$ cat src/rtl/core/fcd_pkg.sv
// Shared types and constants for the FAST corner detector.
// Used by every module under rtl/core except fcd_ram; depends on nothing.

package fcd_pkg;

  localparam int MAX_WIDTH  = 1024;
  localparam int MAX_HEIGHT = 1024;
  localparam int COL_W      = $clog2(MAX_WIDTH);
  localparam int ROW_W      = $clog2(MAX_HEIGHT);
  localparam int PIX_W      = 8;
  localparam int LINES      = 6;
  localparam int WIN        = 7;
  localparam int LINE_W     = LINES * PIX_W;
  localparam int DIM_W      = 11;
  localparam int MARGIN_W   = 9;
  localparam int THR_W      = 9;
  localparam int ARC_W      = 4;
  localparam int CIRC_N     = 16;
  localparam int IDX_W      = 3;
  localparam int SUM_W      = ((COL_W > ROW_W) ? COL_W : ROW_W) + 2;

  // Circle points as window coordinates, clockwise from straight above the center.
  localparam logic [2:0] CIRC_X [CIRC_N] = '{3'd3, 3'd4, 3'd5, 3'd6, 3'd6, 3'd6, 3'd5, 3'd4,
                                             3'd3, 3'd2, 3'd1, 3'd0, 3'd0, 3'd0, 3'd1, 3'd2};
  localparam logic [2:0] CIRC_Y [CIRC_N] = '{3'd0, 3'd0, 3'd1, 3'd2, 3'd3, 3'd4, 3'd5, 3'd6,
                                             3'd6, 3'd6, 3'd5, 3'd4, 3'd3, 3'd2, 3'd1, 3'd0};

  typedef enum logic [IDX_W-1:0] {
    REG_IMAGE_WIDTH   = 3'd0,
    REG_IMAGE_HEIGHT  = 3'd1,
    REG_BORDER_MARGIN = 3'd2,
    REG_THRESHOLD_Q8  = 3'd3,
    REG_MIN_GRAY_DIFF = 3'd4,
    REG_ARC_LENGTH    = 3'd5
  } reg_index_t;

  typedef struct packed {
    logic [DIM_W-1:0]    image_width;
    logic [DIM_W-1:0]    image_height;
    logic [MARGIN_W-1:0] border_margin;
    logic [THR_W-1:0]    threshold_q8;
    logic [PIX_W-1:0]    min_gray_diff;
    logic [ARC_W-1:0]    arc_length;
  } cfg_t;

  // Position of one pixel and whether its trailing center gets a result.
  typedef struct packed {
    logic [COL_W-1:0] col;
    logic             emit;
    logic [COL_W-1:0] cc;
    logic [ROW_W-1:0] cr;
  } pos_t;

  typedef logic [WIN-1:0][WIN-1:0][PIX_W-1:0] window_t;

endpackage

$ cat src/rtl/core/fcd_scan.sv
// Raster position counters and border-margin check for each incoming pixel.
// Depends on fcd_pkg.

module fcd_scan import fcd_pkg::*; (
  input  logic clk,
  input  logic rst,
  input  cfg_t cfg,
  input  logic accept,
  input  logic sof,
  output pos_t pos
);

  logic [COL_W-1:0]    col_count;
  logic [ROW_W-1:0]    row_count;
  logic [COL_W-1:0]    col_count_next;
  logic [ROW_W-1:0]    row_count_next;
  logic [COL_W-1:0]    col;
  logic [ROW_W-1:0]    row;
  logic [DIM_W-1:0]    w;
  logic [DIM_W-1:0]    h;
  logic [MARGIN_W-1:0] m;
  logic [COL_W:0]      col_inc;
  logic [ROW_W:0]      row_inc;
  logic [SUM_W-1:0]    cc_ext;
  logic [SUM_W-1:0]    cr_ext;
  logic [SUM_W-1:0]    m_ext;

  always_comb begin
    w = (32'(cfg.image_width) > MAX_WIDTH) ? DIM_W'(MAX_WIDTH) : cfg.image_width;
    h = (32'(cfg.image_height) > MAX_HEIGHT) ? DIM_W'(MAX_HEIGHT) : cfg.image_height;
    m = (cfg.border_margin < MARGIN_W'(3)) ? MARGIN_W'(3) : cfg.border_margin;

    col = sof ? '0 : col_count;
    row = sof ? '0 : row_count;

    // The center trails the newest pixel by three rows and three columns.
    pos.col  = col;
    pos.cc   = col - COL_W'(3);
    pos.cr   = row - ROW_W'(3);
    cc_ext   = SUM_W'(pos.cc);
    cr_ext   = SUM_W'(pos.cr);
    m_ext    = SUM_W'(m);
    pos.emit = (col >= COL_W'(3)) && (row >= ROW_W'(3)) &&
               (cc_ext >= m_ext) && (cr_ext >= m_ext) &&
               ((cc_ext + m_ext) < SUM_W'(w)) && ((cr_ext + m_ext) < SUM_W'(h));

    col_inc = {1'b0, col} + (COL_W+1)'(1);
    row_inc = {1'b0, row} + (ROW_W+1)'(1);
    if (SUM_W'(col_inc) >= SUM_W'(w)) begin
      col_count_next = '0;
      row_count_next = (SUM_W'(row_inc) >= SUM_W'(h)) ? '0 : row_inc[ROW_W-1:0];
    end else begin
      col_count_next = col_inc[COL_W-1:0];
      row_count_next = row;
    end
  end

  always_ff @(posedge clk) begin
    if (rst) begin
      col_count <= '0;
      row_count <= '0;
    end else if (accept) begin
      col_count <= col_count_next;
      row_count <= row_count_next;
    end
  end

endmodule

$ cat config.mk
export PLATFORM = sky130hd
export DESIGN_NAME = fcd_scan
export DESIGN_NICKNAME = d
export VERILOG_FILES = /design/src/rtl/core/fcd_pkg.sv /design/src/rtl/core/fcd_scan.sv
export SDC_FILE = /design/constraint.sdc
export NUM_CORES = 1
export LEC_CHECK = 0
export BUFFER_PORTS_ARGS = -buffer_cell sky130_fd_sc_hd__buf_2
export CAP_MARGIN = 20
export CORE_AREA = 2 2 66 114
export CTS_CLUSTER_DIAMETER = 120
export DETAILED_ROUTE_END_ITERATION = 10
export DIE_AREA = 0 0 68 116
export PLACE_DENSITY = 0.79
export SYNTH_ARGS = -nofsm -noshare
export SYNTH_HDL_FRONTEND = slang
export SYNTH_SLANG_ARGS = --single-unit
export TNS_END_PERCENT = 30
$ cat constraint.sdc
create_clock -name clk -period 5.18 [get_ports clk]
set_input_delay 0.259 -clock clk [delete_from_list [all_inputs] [get_ports clk]]
set_output_delay 0.259 -clock clk [all_outputs]
set_load 0.03 [all_outputs]
==> impl_metrics.yaml <==
placement:
  dp_slack_ns: 0.227
  place.gp.congestion: 0.895
  port_buffers: 65
  dpl.hpwl_um: 9190
layout:
  drive_above_1_share_pct: 20.3
  mostFrequentLayoutCell: "ha_1"
  syn2layout_area_growth_pct: 15.5
  final_cell_mix: "ha_1, buf_2, nand2_1, nor2_1"
  antenna_cells: 0
  nNetsFinal: 681
sta:
  final_hold_viol_count: 0
  skew_ns: 0.00198
  min_period_ns: 4.88
  worstMarginPinSlew_ns: 0.695
  min_period_over_period_pct: 94.1
  fmax_ghz: 0.205
  rsz0062_at_grt: "false"
  worst_slack_ns: 0.304
  relSlewSlack_pct: 53.5
  setup_viol_count_final: 0
  final_max_slew_viol_count: 0
  tns_ns: 0
hold_path:
  hp-class: "in -> reg"
floorplanning:
  io_pins: 87
  die_y_um: 116
  rows: 40
  fp.dieW_um: 68
  dieArea_um2: 7890
  core-area_um2: 6910
  start_util_pct: 54.0
worst_setup_path:
  crit_required_ns: 4.92
  path_cells: "nor2b_1 -> ha_2 -> and2_1 -> or2_2 -> inv_1 -> ha_1 -> or3_1 -> o2111a_1 -> o21bai_1 -> a21o_1 -> a221oi_2 -> xnor2_1 -> ha_1 -> o21ai_0 -> o22ai_1 -> a2111oi_2 -> nand3_1 -> nor4_4 -> buf_4"
  cp_max_fo: 6
  cp_num_cells: 19
  rr_worst_depth: 13
  endpoint_kind: "output pin"
  cp_slowest_cell: "or3_1"
  arrival_ns: 4.62
  critPathMaxStageDelay_ns: 0.39
  worstSetupEndpoint: "pos[20]"
  reg2reg_slack_ns: 1.44
  path_buf_inv: 2
  critical_path_class: "reg -> out"
  regToRegStartpoint: "col_count[0]"
  rr_endpoint: "row_count[2]"
  cpMostUsedCell: "ha_1"
  crit_family: "simple AND/OR/NAND/NOR gates"
  startpoint_type: "register"
  crit_start: "row_count[1]"
route:
  dr.pass1.iters: 4
  met2WireLength_um: 5430
  via_per_inst: 5.94
  wl_met1_um: 3880
  drt-total-wl_um: 10800
  ant_nets: 0
  drc: 0
  drt_iter0_markers: 211
  top_layer: "met4"
  wl_per_cell_um: 17.2
  vias: 3714
  wl_met3_um: 432
global_route:
  grt_pass1_wl_um: 17000
  grt_remaining_overflow: 0
  grt_use_total_pct: 28.3
  grt_pass1_vias: 3722
  grt_max_degree: 16
  antenna_found_initial: 0
cts:
  cts_tree: "yes"
  clock_latency_ns: 0.25
  clock_path_buffers: 2
  cts-root-buf: "clkbuf_16"
  clkTransAtPathRegs_ns: 0.06
  tritoncts.num_buffers: 3
  h-tree-depth: 1
  cts.sink_count: 20
power_and_ir_drop:
  combinationalPowerShare_pct: 40.0
  power_mw: 0.527
  leakage_nw: 2.06
  ir_drop_mv: 0.152
  p_clk_share_pct: 30.3
  seqPwrFrac_pct: 29.7
  swShare_pct: 34.3
  internal_power_mw: 0.346
  power.density_nw_per_um2: 122
  power.switching_mw: 0.180
synthesis:
  synthTopCellsByArea: "ha_1, dfxtp_1, nand2_1"
  synthCells: 478
  ys_seq_elements: 20
  yosys_warnings: 0
  synth-edff-count: 0
  yosysUniqueCellTypes: 68
  synth_largest_area_cell: "ha_1"
  ys_async_sr_fraction_pct: 0
  ys_seq_area_share_pct: 10.7
  syn-cell-area_um2: 3730
  synth_nets: 616
  postSynthAreaPerCell_um2: 7.80
  synth-main-ff-cell: "dfxtp_1"
  synth.top_cell.area_share_pct: 26.9
job:
  drv_cap: 0
status:
  status: "finished, final reports clean"
kinds of logic (layout without fill, tap and decap cells):
logic type / Yosys count / count (layout) / share of synthesized area, %
AOI/OAI and AO/OA: 113 / 113 / 20.5
xor gates and xnor gates: 37 / 37 / 8.90
adders and majority gates: 82 / 82 / 27.9
buffers and inverters: 50 / 113 / 5.71
DFF: 20 / 20 / 10.7
muxes: 1 / 1 / 0.269
and+or+nand+nor: 175 / 175 / 26.0
worst min-delay path by stage:
| stage | start | to | slack (ns) | cells past startpoint |
|---|---|---|---|---|
| after CTS | rst | row_count[0] | 0.37 | 3 |
| after detailed placement | col_count[0] | col_count[0] | 0.49 | 2 |
| after global placement | col_count[0] | col_count[0] | 0.48 | 2 |
| after global routing | rst | row_count[0] | 0.41 | 3 |
| final | rst | row_count[0] | 0.37 | 3 |
| after floorplan | rst | row_count[0] | 0.46 | 2 |
worst register-to-register path: stages (launching register included):
cell and delay, ns:
dfxtp_1 0.36, nor2b_1 0.22, ha_2 0.30, nand3_1 0.14, nor2_1 0.24, and3_1 0.22, xor2_1 0.26, ha_1 0.29
a21oi_1 0.12, o21ai_0 0.09, a31oi_1 0.41, a31oi_1 0.18, nor2_1 0.56, a221o_1 0.26
cell type report:
cell class	instances	area, µm²
clock buffer	3	75.1
fill	652	2600
inverter	30	113
multi-input combinational	408	3170
sequential	20	402
tap	84	105
timing repair buffer	80	440
repair_timing:
action | 4_1_cts | 5_1_grt
cloned | 0 | 0
setup buffers | 0 | 1
hold buffers | 0 | 0
endpoints found under the setup margin | 1 | 1
gates resized for setup | 0 | 14
pin swaps | 1 | 1
synthesized netlist by cell type (all sizes together), types with 4 or more instances:
| cell | n |
|---|---|
| xnor2 | 21 |
| nor3b | 5 |
| nand3 | 12 |
| nor2b | 15 |
| or3 | 4 |
| nand2 | 51 |
| a31oi | 4 |
| clkbuf | 10 |
| dfxtp | 20 |
| and2b | 4 |
| a21o | 6 |
| and3 | 6 |
| nor4 | 8 |
| a211oi | 4 |
| o21ai | 24 |
| inv | 28 |
| o21bai | 7 |
| nor2 | 32 |
| a22o | 11 |
| nand2b | 10 |
| nand4 | 5 |
| o31ai | 5 |
| nor3 | 12 |
| xor2 | 16 |
| a21oi | 30 |
| buf | 10 |
| ha | 80 |
flip-flops by register name, summed over array words and instances, names as in the netlist:
name	cells
col_count	10
row_count	10
metal layers:
layer / global-route usage [%] / up-vias
met5: 0 / -
li1: - / 1848
met1: 29.3 / 1708
met3: 2.72 / 43
met2: 50.4 / 115
met4: 21.3 / 0
power groups by stage:
stage,registers [mW],logic (mW),clock network (mW)
after floorplan,0.159,0.144,0
after global placement,0.160,0.193,0
after detailed placement,0.160,0.202,0
after CTS,0.156,0.204,0.159
after global routing,0.156,0.237,0.167
final,0.156,0.211,0.160
per-stage QoR:
| step | area, µm² | cells | utilization (%) | hold WS, ns |
|---|---|---|---|---|
| global placement | 4170 | 621 | 60.4 | 0.478 |
| finish | 4300 | 625 | 62.3 | 0.375 |
| floorplan | 3740 | 478 | - | 0.458 |
| detailed placement | 4170 | 621 | 60.4 | 0.488 |
| global route | 4300 | 625 | 62.3 | 0.407 |
| CTS | 4250 | 624 | 61.5 | 0.366 |
No activity file was read; power rests on OpenSTA's default activity.
